### src/sv/atd_pkg.sv
// atd_pkg: shared constants, types and pattern tables for the terminator detector
// no dependencies

package atd_pkg;

    localparam int BUF_DEPTH = 256;
    localparam int IDX_W     = $clog2(BUF_DEPTH);
    localparam int CMP_W     = (IDX_W > 8) ? IDX_W : 8;
    localparam int HDR_COUNT = 2;

    localparam logic [7:0] CH_LF = 8'h0A;
    localparam logic [7:0] CH_CR = 8'h0D;
    localparam logic [7:0] CH_SP = 8'h20;

    localparam logic [1:0] ST_NONE  = 2'd0;
    localparam logic [1:0] ST_OK    = 2'd1;
    localparam logic [1:0] ST_ERROR = 2'd2;

    localparam logic [2:0] ERR_LAST = 3'd4;

    typedef enum logic [1:0] {
        OP_BYTE  = 2'd0,
        OP_REARM = 2'd1,
        OP_READ  = 2'd2,
        OP_IDLE  = 2'd3
    } t_op;

    typedef struct packed {
        logic       fire;
        logic       take;
        logic       rearm;
        logic       rd_req;
        logic       overrun;
        logic [7:0] data;
        logic [7:0] rd_idx;
    } t_evt;

    typedef struct packed {
        logic [1:0]           status;
        logic [HDR_COUNT-1:0] msg_seen;
    } t_match;

    function automatic logic [7:0] ok_char(input logic pos);
        return pos ? "K" : "O";
    endfunction

    function automatic logic [7:0] err_char(input logic [2:0] pos);
        logic [7:0] c;
        case (pos)
            3'd0:    c = "E";
            3'd3:    c = "O";
            default: c = "R";
        endcase
        return c;
    endfunction

    function automatic logic [3:0] hdr_len(input logic k);
        return k ? 4'd8 : 4'd9;
    endfunction

    function automatic logic [7:0] hdr_char(input logic k, input logic [3:0] pos);
        logic [7:0] c;
        case ({k, pos})
            5'h00:   c = "+";
            5'h01:   c = "U";
            5'h02:   c = "U";
            5'h03:   c = "S";
            5'h04:   c = "O";
            5'h05:   c = "R";
            5'h06:   c = "F";
            5'h07:   c = ":";
            5'h08:   c = " ";
            5'h10:   c = "+";
            5'h11:   c = "C";
            5'h12:   c = "R";
            5'h13:   c = "T";
            5'h14:   c = "D";
            5'h15:   c = "C";
            5'h16:   c = "P";
            5'h17:   c = ":";
            default: c = 8'h00;
        endcase
        return c;
    endfunction

endpackage

### src/sv/atd_match.sv
// atd_match: OK / ERROR terminator and unsolicited header matchers with status
// depends on atd_pkg

module atd_match (
    input  logic          i_clk,
    input  logic          i_rst_n,
    input  atd_pkg::t_evt i_evt,
    input  logic          i_cr_before,
    output logic          o_lock_set,
    output atd_pkg::t_match o_match
);
    import atd_pkg::*;

    logic                       r_ok, n_ok;
    logic [2:0]                 r_err, n_err;
    logic [HDR_COUNT-1:0][3:0]  r_hpos, n_hpos;
    logic [HDR_COUNT-1:0]       r_hseen, n_hseen;
    logic [HDR_COUNT-1:0]       r_msg, n_msg;
    logic [1:0]                 r_status, n_status;

    always_comb begin
        n_ok       = r_ok;
        n_err      = r_err;
        n_hpos     = r_hpos;
        n_hseen    = r_hseen;
        n_msg      = r_msg;
        n_status   = r_status;
        o_lock_set = 1'b0;
        if (i_evt.rearm) begin
            n_status = ST_NONE;
            n_hpos   = '0;
            n_hseen  = '0;
            n_msg    = '0;
        end else if (i_evt.take) begin
            if (i_evt.overrun) begin
                n_ok   = 1'b0;
                n_err  = '0;
                n_hpos = '0;
            end
            if (i_evt.data != 8'h00) begin
                for (int k = 0; k < HDR_COUNT; k++) begin
                    if (!r_msg[k]) begin
                        if (!r_hseen[k]) begin
                            if (i_evt.data == hdr_char(1'(k), n_hpos[k])) begin
                                if (n_hpos[k] == hdr_len(1'(k)) - 4'd1) begin
                                    n_hpos[k]  = '0;
                                    n_hseen[k] = 1'b1;
                                end else begin
                                    n_hpos[k] = n_hpos[k] + 4'd1;
                                end
                            end else begin
                                n_hpos[k] = '0;
                            end
                        end else if (i_evt.data == CH_LF && i_cr_before) begin
                            o_lock_set = 1'b1;
                            n_msg[k]   = 1'b1;
                            n_hseen[k] = 1'b0;
                            n_hpos[k]  = '0;
                        end
                    end
                end
                if (i_evt.data == ok_char(n_ok)) begin
                    if (n_ok) begin
                        o_lock_set = 1'b1;
                        n_ok       = 1'b0;
                        n_status   = ST_OK;
                    end else begin
                        n_ok = 1'b1;
                    end
                end else begin
                    n_ok = 1'b0;
                end
                if (i_evt.data == err_char(n_err)) begin
                    if (n_err == ERR_LAST) begin
                        o_lock_set = 1'b1;
                        n_err      = '0;
                        n_status   = ST_ERROR;
                    end else begin
                        n_err = n_err + 3'd1;
                    end
                end else begin
                    n_err = '0;
                end
            end
        end
    end

    always_ff @(posedge i_clk) begin
        if (!i_rst_n) begin
            r_ok     <= 1'b0;
            r_err    <= '0;
            r_hpos   <= '0;
            r_hseen  <= '0;
            r_msg    <= '0;
            r_status <= ST_NONE;
        end else begin
            r_ok     <= n_ok;
            r_err    <= n_err;
            r_hpos   <= n_hpos;
            r_hseen  <= n_hseen;
            r_msg    <= n_msg;
            r_status <= n_status;
        end
    end

    assign o_match.status   = r_status;
    assign o_match.msg_seen = r_msg;

endmodule

### src/sv/atd_buffer.sv
// atd_buffer: receive byte store, saturating write index and registered read port
// depends on atd_pkg

module atd_buffer (
    input  logic          i_clk,
    input  logic          i_rst_n,
    input  atd_pkg::t_evt i_evt,
    output logic          o_cr_before,
    output logic [7:0]    o_count,
    output logic          o_overflow,
    output logic [7:0]    o_read_data
);
    import atd_pkg::*;

    logic [7:0]       r_mem [BUF_DEPTH];
    logic [IDX_W-1:0] r_idx, n_idx;
    logic             r_ovf, n_ovf;
    logic             r_prev_cr, n_prev_cr;
    logic [7:0]       r_rd_data;

    logic [IDX_W-1:0] base;
    logic             at_top;
    logic             store;
    logic             rd_hit;
    logic [CMP_W-1:0] rd_ext;
    logic [CMP_W-1:0] cnt_ext;
    logic [IDX_W-1:0] rd_addr;

    assign base        = i_evt.overrun ? '0 : r_idx;
    assign at_top      = (base == IDX_W'(BUF_DEPTH - 1));
    assign store       = i_evt.take && (i_evt.data != 8'h00);
    assign o_cr_before = (base != '0) && r_prev_cr;

    assign rd_ext  = CMP_W'(i_evt.rd_idx);
    assign cnt_ext = CMP_W'(r_idx);
    assign rd_addr = rd_ext[IDX_W-1:0];
    assign rd_hit  = i_evt.rd_req && (rd_ext < cnt_ext);

    always_comb begin
        n_idx     = r_idx;
        n_ovf     = r_ovf;
        n_prev_cr = r_prev_cr;
        if (i_evt.rearm) begin
            n_idx = '0;
            n_ovf = 1'b0;
        end else if (i_evt.take) begin
            n_idx = base;
            if (store) begin
                if (at_top) begin
                    n_ovf = 1'b1;
                end else begin
                    n_idx     = base + IDX_W'(1);
                    n_prev_cr = (i_evt.data == CH_CR);
                end
            end
        end
    end

    always_ff @(posedge i_clk) begin
        if (!i_rst_n) begin
            r_idx     <= '0;
            r_ovf     <= 1'b0;
            r_prev_cr <= 1'b0;
        end else begin
            r_idx     <= n_idx;
            r_ovf     <= n_ovf;
            r_prev_cr <= n_prev_cr;
        end
    end

    // store and read port
    always_ff @(posedge i_clk) begin
        if (store) begin
            r_mem[base] <= i_evt.data;
        end
        if (i_evt.fire) begin
            r_rd_data <= rd_hit ? r_mem[rd_addr] : 8'h00;
        end
    end

    assign o_count     = cnt_ext[7:0];
    assign o_overflow  = r_ovf;
    assign o_read_data = r_rd_data;

endmodule

### src/sv/at_response_terminator_detector.sv
// at_response_terminator_detector: top level, input register, lock and lost flags
// depends on atd_pkg, atd_match, atd_buffer
//
//   channel | direction | handshake              | fields
//   in      | to block  | i_in_valid, o_in_stall | operation, rx_byte, uart_overrun, read_index
//   out     | from block| o_out_valid, i_out_stall | status, flags, stored_count, read_data
//
// one item per cycle sustained while the output is not stalled; registered in the input register, then in the result
// the result fields are the state registers and the registered buffer read
// synchronous active-low reset clears all flags and indices; buffer contents stay undefined
// a stalled result holds; the input stalls only while both the input register and the
// result are full and the output is stalled

module at_response_terminator_detector (
    input  logic       i_clk,
    input  logic       i_rst_n,
    input  logic       i_in_valid,
    output logic       o_in_stall,
    input  logic [1:0] i_operation,
    input  logic [7:0] i_rx_byte,
    input  logic       i_uart_overrun,
    input  logic [7:0] i_read_index,
    output logic       o_out_valid,
    input  logic       i_out_stall,
    output logic [1:0] o_response_status,
    output logic       o_buffer_locked,
    output logic       o_buffer_overflow,
    output logic       o_bytes_lost,
    output logic [7:0] o_stored_count,
    output logic       o_udp_message_seen,
    output logic       o_nidd_message_seen,
    output logic [7:0] o_read_data
);
    import atd_pkg::*;

    logic       r_s1_valid, n_s1_valid;
    logic       r_out_valid, n_out_valid;
    logic [1:0] r_op;
    logic [7:0] r_data;
    logic       r_ovr;
    logic [7:0] r_ridx;
    logic       r_locked, n_locked;
    logic       r_lost, n_lost;

    logic   adv;
    logic   fire;
    logic   in_acc;
    t_op    op;
    t_evt   evt;
    t_match match;
    logic   lock_set;
    logic   cr_before;
    logic   is_delim;

    assign adv        = !r_out_valid || !i_out_stall;
    assign fire       = r_s1_valid && adv;
    assign o_in_stall = r_s1_valid && !adv;
    assign in_acc     = i_in_valid && !o_in_stall;
    assign op         = t_op'(r_op);
    assign is_delim   = (r_data == CH_CR) || (r_data == CH_LF) || (r_data == CH_SP);

    assign evt.fire    = fire;
    assign evt.take    = fire && (op == OP_BYTE) && !r_locked;
    assign evt.rearm   = fire && (op == OP_REARM);
    assign evt.rd_req  = fire && (op == OP_READ);
    assign evt.overrun = r_ovr;
    assign evt.data    = r_data;
    assign evt.rd_idx  = r_ridx;

    atd_match u_match (
        .i_clk       (i_clk),
        .i_rst_n     (i_rst_n),
        .i_evt       (evt),
        .i_cr_before (cr_before),
        .o_lock_set  (lock_set),
        .o_match     (match)
    );

    atd_buffer u_buffer (
        .i_clk       (i_clk),
        .i_rst_n     (i_rst_n),
        .i_evt       (evt),
        .o_cr_before (cr_before),
        .o_count     (o_stored_count),
        .o_overflow  (o_buffer_overflow),
        .o_read_data (o_read_data)
    );

    always_comb begin
        n_s1_valid  = r_s1_valid;
        n_out_valid = r_out_valid;
        n_locked    = r_locked;
        n_lost      = r_lost;
        if (in_acc) begin
            n_s1_valid = 1'b1;
        end else if (fire) begin
            n_s1_valid = 1'b0;
        end
        if (fire) begin
            n_out_valid = 1'b1;
        end else if (!i_out_stall) begin
            n_out_valid = 1'b0;
        end
        if (evt.rearm) begin
            n_locked = 1'b0;
            n_lost   = 1'b0;
        end else begin
            if (lock_set) begin
                n_locked = 1'b1;
            end
            if (fire && (op == OP_BYTE) && r_locked && !is_delim) begin
                n_lost = 1'b1;
            end
        end
    end

    always_ff @(posedge i_clk) begin
        if (!i_rst_n) begin
            r_s1_valid  <= 1'b0;
            r_out_valid <= 1'b0;
            r_locked    <= 1'b0;
            r_lost      <= 1'b0;
        end else begin
            r_s1_valid  <= n_s1_valid;
            r_out_valid <= n_out_valid;
            r_locked    <= n_locked;
            r_lost      <= n_lost;
        end
    end

    always_ff @(posedge i_clk) begin
        if (in_acc) begin
            r_op   <= i_operation;
            r_data <= i_rx_byte;
            r_ovr  <= i_uart_overrun;
            r_ridx <= i_read_index;
        end
    end

    assign o_out_valid         = r_out_valid;
    assign o_response_status   = match.status;
    assign o_buffer_locked     = r_locked;
    assign o_bytes_lost        = r_lost;
    assign o_udp_message_seen  = match.msg_seen[0];
    assign o_nidd_message_seen = match.msg_seen[1];

    // a terminator status always comes with the lock
    a_status_locked: assert property (@(posedge i_clk) disable iff (!i_rst_n)
        (match.status != ST_NONE) |-> r_locked)
        else $error("status set without lock");

    // a completed message always comes with the lock
    a_msg_locked: assert property (@(posedge i_clk) disable iff (!i_rst_n)
        (match.msg_seen != '0) |-> r_locked)
        else $error("message seen without lock");

    // only a rearm releases the lock
    a_unlock_rearm: assert property (@(posedge i_clk) disable iff (!i_rst_n)
        ($past(i_rst_n) && $fell(r_locked)) |-> $past(evt.rearm))
        else $error("lock released without rearm");

    // lost flag rises only on an item fired while locked
    a_lost_locked: assert property (@(posedge i_clk) disable iff (!i_rst_n)
        ($past(i_rst_n) && $rose(r_lost)) |-> ($past(r_locked) && $past(fire)))
        else $error("lost flag set while unlocked");

endmodule
### config.mk
export PLATFORM = sky130hd
export DESIGN_NAME = at_response_terminator_detector
export DESIGN_NICKNAME = d
export VERILOG_FILES = /design/src/sv/atd_pkg.sv /design/src/sv/atd_match.sv /design/src/sv/atd_buffer.sv /design/src/sv/at_response_terminator_detector.sv
export SDC_FILE = /design/constraint.sdc
export NUM_CORES = 2
export LEC_CHECK = 0
export ABC_AREA = 1
export BUFFER_PORTS_ARGS = -buffer_cell sky130_fd_sc_hd__clkbuf_2
export CORE_MARGIN = 3
export CORE_UTILIZATION = 37
export DETAILED_ROUTE_END_ITERATION = 8
export PLACE_DENSITY_LB_ADDON = 0.08
export SLEW_MARGIN = 40
export SYNTH_ARGS = -nofsm -noshare
export SYNTH_HDL_FRONTEND = slang
export SYNTH_SLANG_ARGS = --single-unit
### constraint.sdc
create_clock -name i_clk -period 6.9 [get_ports i_clk]
set_input_delay 1.38 -clock i_clk [delete_from_list [all_inputs] [get_ports i_clk]]
set_output_delay 1.38 -clock i_clk [all_outputs]
set_load 0.05 [all_outputs]
==> metrics.md <==
| Metric | Value |
|---|---|
| Global-route wire length before repair | 398.9 mm |
| Max-slew violation count | 0 |
| Max Root-Sink Buffers | 3 |
| Pin count of the biggest net entering global routing | 212 |
| Kind of critical path | reg -> reg |
| Worst Setup Slack post-DPL | 1.849 ns |
| Required time of the critical path | 7.37 ns |
| Overflow after GRT | 0 |
| Max-cap violations | 0 |
| Area share of the leading cell type in the synthesized netlist | 0.7188 |
| Switching share of power | 0.2345 |
| Routability cong. | 0.8494 |
| Warnings, synthesis | 0 |
| Hold Worst Slack | 0.4695 ns |
| Fraction of final layout cells with drive strength greater than 1 | 0.07343 |
| Sequential share of power | 0.506 |
| Number of enable-type register cells in the synthesized netlist | 2,075 |
| Detail-routed net length per standard cell | 26.01 um |
| Initial core utilization | 0.3724 |
| Synthesized cell area | 86,690 um2 |
| H-tree depth reported by CTS | 4 |
| Number of I/O port buffers | 47 |
| Highest Clock Rate | 235.5 MHz |
| Number of nets in the layout | 7,367 |
| Number of nets still failing antenna checks after routing | 0 |
| All-Layer GR Usage | 0.2259 |
| Tightest Pin Transition | 0.8925 ns |
| Flop and latch count out of synthesis | 2,107 |
| Number of fill cells | 22,040 |
| Biggest fanout along the worst timing path | 39 |
| Layer with the highest usage after global routing | met2 |
| Antenna violations before repair | 12 |
| Number of instances in the synthesized netlist | 7,423 |
| Boundary pin count | 48 |
| Dominant cells by area after synthesis | edfxtp_1, nand3_1, nand2_1 |
| DP Wirelength | 161.6 mm |
| Hold buffer count at CTS | 0 |
| Met3 routing resource usage after global routing | 0.03114 |
| Total number of vias | 56,740 |
| Part of the total power dissipated in combinational logic | 0.062 |
| Leading cell type in the layout, fill and taps excluded | nand2_1 |
| Post-layout power | 0.02783 W |
| Max incr delay on CP | 0.73 ns |
| Post-CTS setup buffer count | 0 |
| Most frequent cells in the layout | nand2_1, edfxtp_1, nand3_1 |
| Clock network fraction of design power | 0.431 |
| CTS-repair resized insts | 0 |
| Clock insertion delay at the later pin of the skew report | 0.89 ns |
| Post-synthesis to final-layout area growth | 12.07% |
| Number of DRC violations after detailed-routing iteration 0 | 5,644 |
| Vias in the first global route | 56,290 |
| Die height | 490.0 um |
| Final critical path time including I/O delays and setup | 4.246 ns |
| Syn nets | 7,466 |
| Synthesized area divided by synthesized cell count | 11.68 um2 |
| # DRC | 0 |
| Endpoint kind of the worst setup timing path | flop |
| Async set or reset register ratio after synthesis | 0 |
| Part of the cycle the worst path needs | 0.6153 |
| Primary FF master, synth | edfxtp_1 |
| Cell taking the most area after synthesis | edfxtp_1 |
| Setup TNS after final layout | 0 ns |
| Data arrival time of the critical path | 4.72 ns |
| Number of failing setup endpoints in the final timing report | 0 |
| Die area | 240,100 um2 |
| Leakage power figure | 33.32 nW |
| Drt first pass iters | 6 |
| Mean number of vias per cell | 5.326 |
| Std-Cell Rows | 177 |
| Clock tree from TritonCTS | built |
| Result of the run | finished clean |
| Number of buffers created by CTS | 225 |
| Clock-pin slew reported for the worst setup and hold paths after clock tree synthesis | 0.06 ns |
| Category of the worst setup path launch point | flop |
| Clock root buffer master | clkbuf_16 |
| Sequential cell area fraction in the yosys report | 0.7262 |
| Slack of the critical path | 2.654 ns |
| Net Sw Power | 0.006528 W |
| Hold Fails Final Rpt | 0 |
| Headroom to the max-slew limit | 0.4050 |
| Largest clock skew in the final design | 0.07056 ns |
| Unrepaired setup endpoints after global routing | false |
| P per Cell Area | 286.5 nW/um2 |
| Cell-internal power | 0.02131 W |
| Global routing usage on met2 | 0.3719 |
| Cells traversed along the worst timing path | buf_4 -> inv_1 -> nand2_1 -> nor2_1 -> nand2_1 -> nand2_2 -> inv_2 -> buf_4 -> nand3_2 -> nor2_1 |
| Cell at the slowest stage of the critical path | nor2_1 |
| Distinct cell type count after synthesis | 43 |
| Placeable Area | 232,800 um2 |
| IR drop worst, VDD | 208.1 uV |
| Sinks on Clock Net | 2,107 |
| Path type of the worst min-delay path | reg -> reg |
| Die X-Extent | 490.0 um |
| Total detailed-routing wirelength | 277.1 mm |
| Met1 Resource Use GR | 0.3117 |
cell type report:
cell class / count / area, um2 / area share
flip-flops and latches: 2107 / 62950 / 0.6480
clock inverters: 143 / 1473 / 0.01516
multi-input cells: 4738 / 20990 / 0.2161
clock buffers: 277 / 5836 / 0.06007
well taps: 3132 / 3919 / 0.04034
repair buffers: 151 / 1546 / 0.01592
diodes: 3 / 7.507 / 0.00007727
inverters: 101 / 425.4 / 0.004379
logic make-up (layout without fill, tap and decap cells):
kind of cell,after synthesis,after routing,share of synthesized area
AND/OR/NAND/NOR,4567,4567,0.2289
flip-flops,2107,2107,0.7262
buffers and inverters,578,672,0.03207
AO/OA/AOI/OAI,146,146,0.009425
adder cells (fa/ha/maj),20,20,0.002887
XOR/XNOR,5,5,0.0005053
other,0,3,0
worst paths after layout:
| kind | depth (start not counted) | to | slack, ns | from |
|---|---|---|---|---|
| max reg2reg | 10 | u_buffer.r_mem[91][5] | 2.65 | r_data[6] |
| min | 2 | u_match.r_err[0] | 0.47 | u_match.r_err[0] |
| min reg2reg | 2 | u_match.r_err[0] | 0.47 | u_match.r_err[0] |
| max | 10 | u_buffer.r_mem[91][5] | 2.65 | r_data[6] |
power by group through the flow:
| stage | clock [W] | combinational, W | sequential [W] |
|---|---|---|---|
| global placement | 0 | 0.00174 | 0.0144 |
| finish | 0.0120 | 0.00174 | 0.0141 |
| CTS | 0.0122 | 0.00174 | 0.0141 |
| floorplan | 0 | 0.000909 | 0.0145 |
| detailed placement | 0 | 0.00174 | 0.0144 |
| global route | 0.0128 | 0.00188 | 0.0141 |
worst max-delay path: cells and delay by family, from the launching register on:
| kind | cells | cell delay (ns) |
|---|---|---|
| buffers and inverters | 4 | 1.62 |
| DFF | 1 | 0.33 |
| and+or+nand+nor | 6 | 1.83 |
per-layer routing:
layer / up-vias / routed length, um
li1: 26140 / -
met1: 28430 / 120100
met2: 1792 / 133300
met3: 373 / 15560
met4: 0 / 8103
met5: - / 0
Yosys cell counts, types with 2 or more instances:
cell,instances
nand4_1,16
nor2_4,4
nor3_1,14
a221oi_1,3
o22ai_1,17
clkbuf_1,103
a31oi_1,3
nand3_1,1950
inv_2,12
o21ai_1,3
buf_6,9
nand3b_1,2
o211ai_1,2
buf_1,47
nor3_2,3
edfxtp_1,2075
o211ai_2,2
nand3_2,7
xor2_1,3
nor3b_1,4
nand2_4,2
nand2_2,22
a21oi_1,54
inv_1,87
ha_1,20
buf_4,57
xnor2_1,2
buf_2,261
dfxtp_1,32
nor2_1,396
nor4_1,3
o21ai_0,55
nand2_1,2139
nor2_2,5
stage by stage:
stage          utilization  instance area (um2)  instances
6_report            0.4174                97150      10650
5_1_grt             0.4174                97150      10650
4_1_cts             0.4164                96910      10640
3_5_place_dp        0.3850                89600      10220
3_3_place_gp        0.3845                89480      10220
2_1_floorplan            -                86690       7423
registers in the layout, summed over array words and instances, names as in the netlist, 3 cells and up:
signal,cells
u_match.r_err,3
r_ridx,8
u_buffer.r_mem,2048
u_buffer.o_read_data,8
u_buffer.o_count,8
u_match.r_hpos,8
r_data,8
No activity file was read; power rests on OpenSTA's default activity.
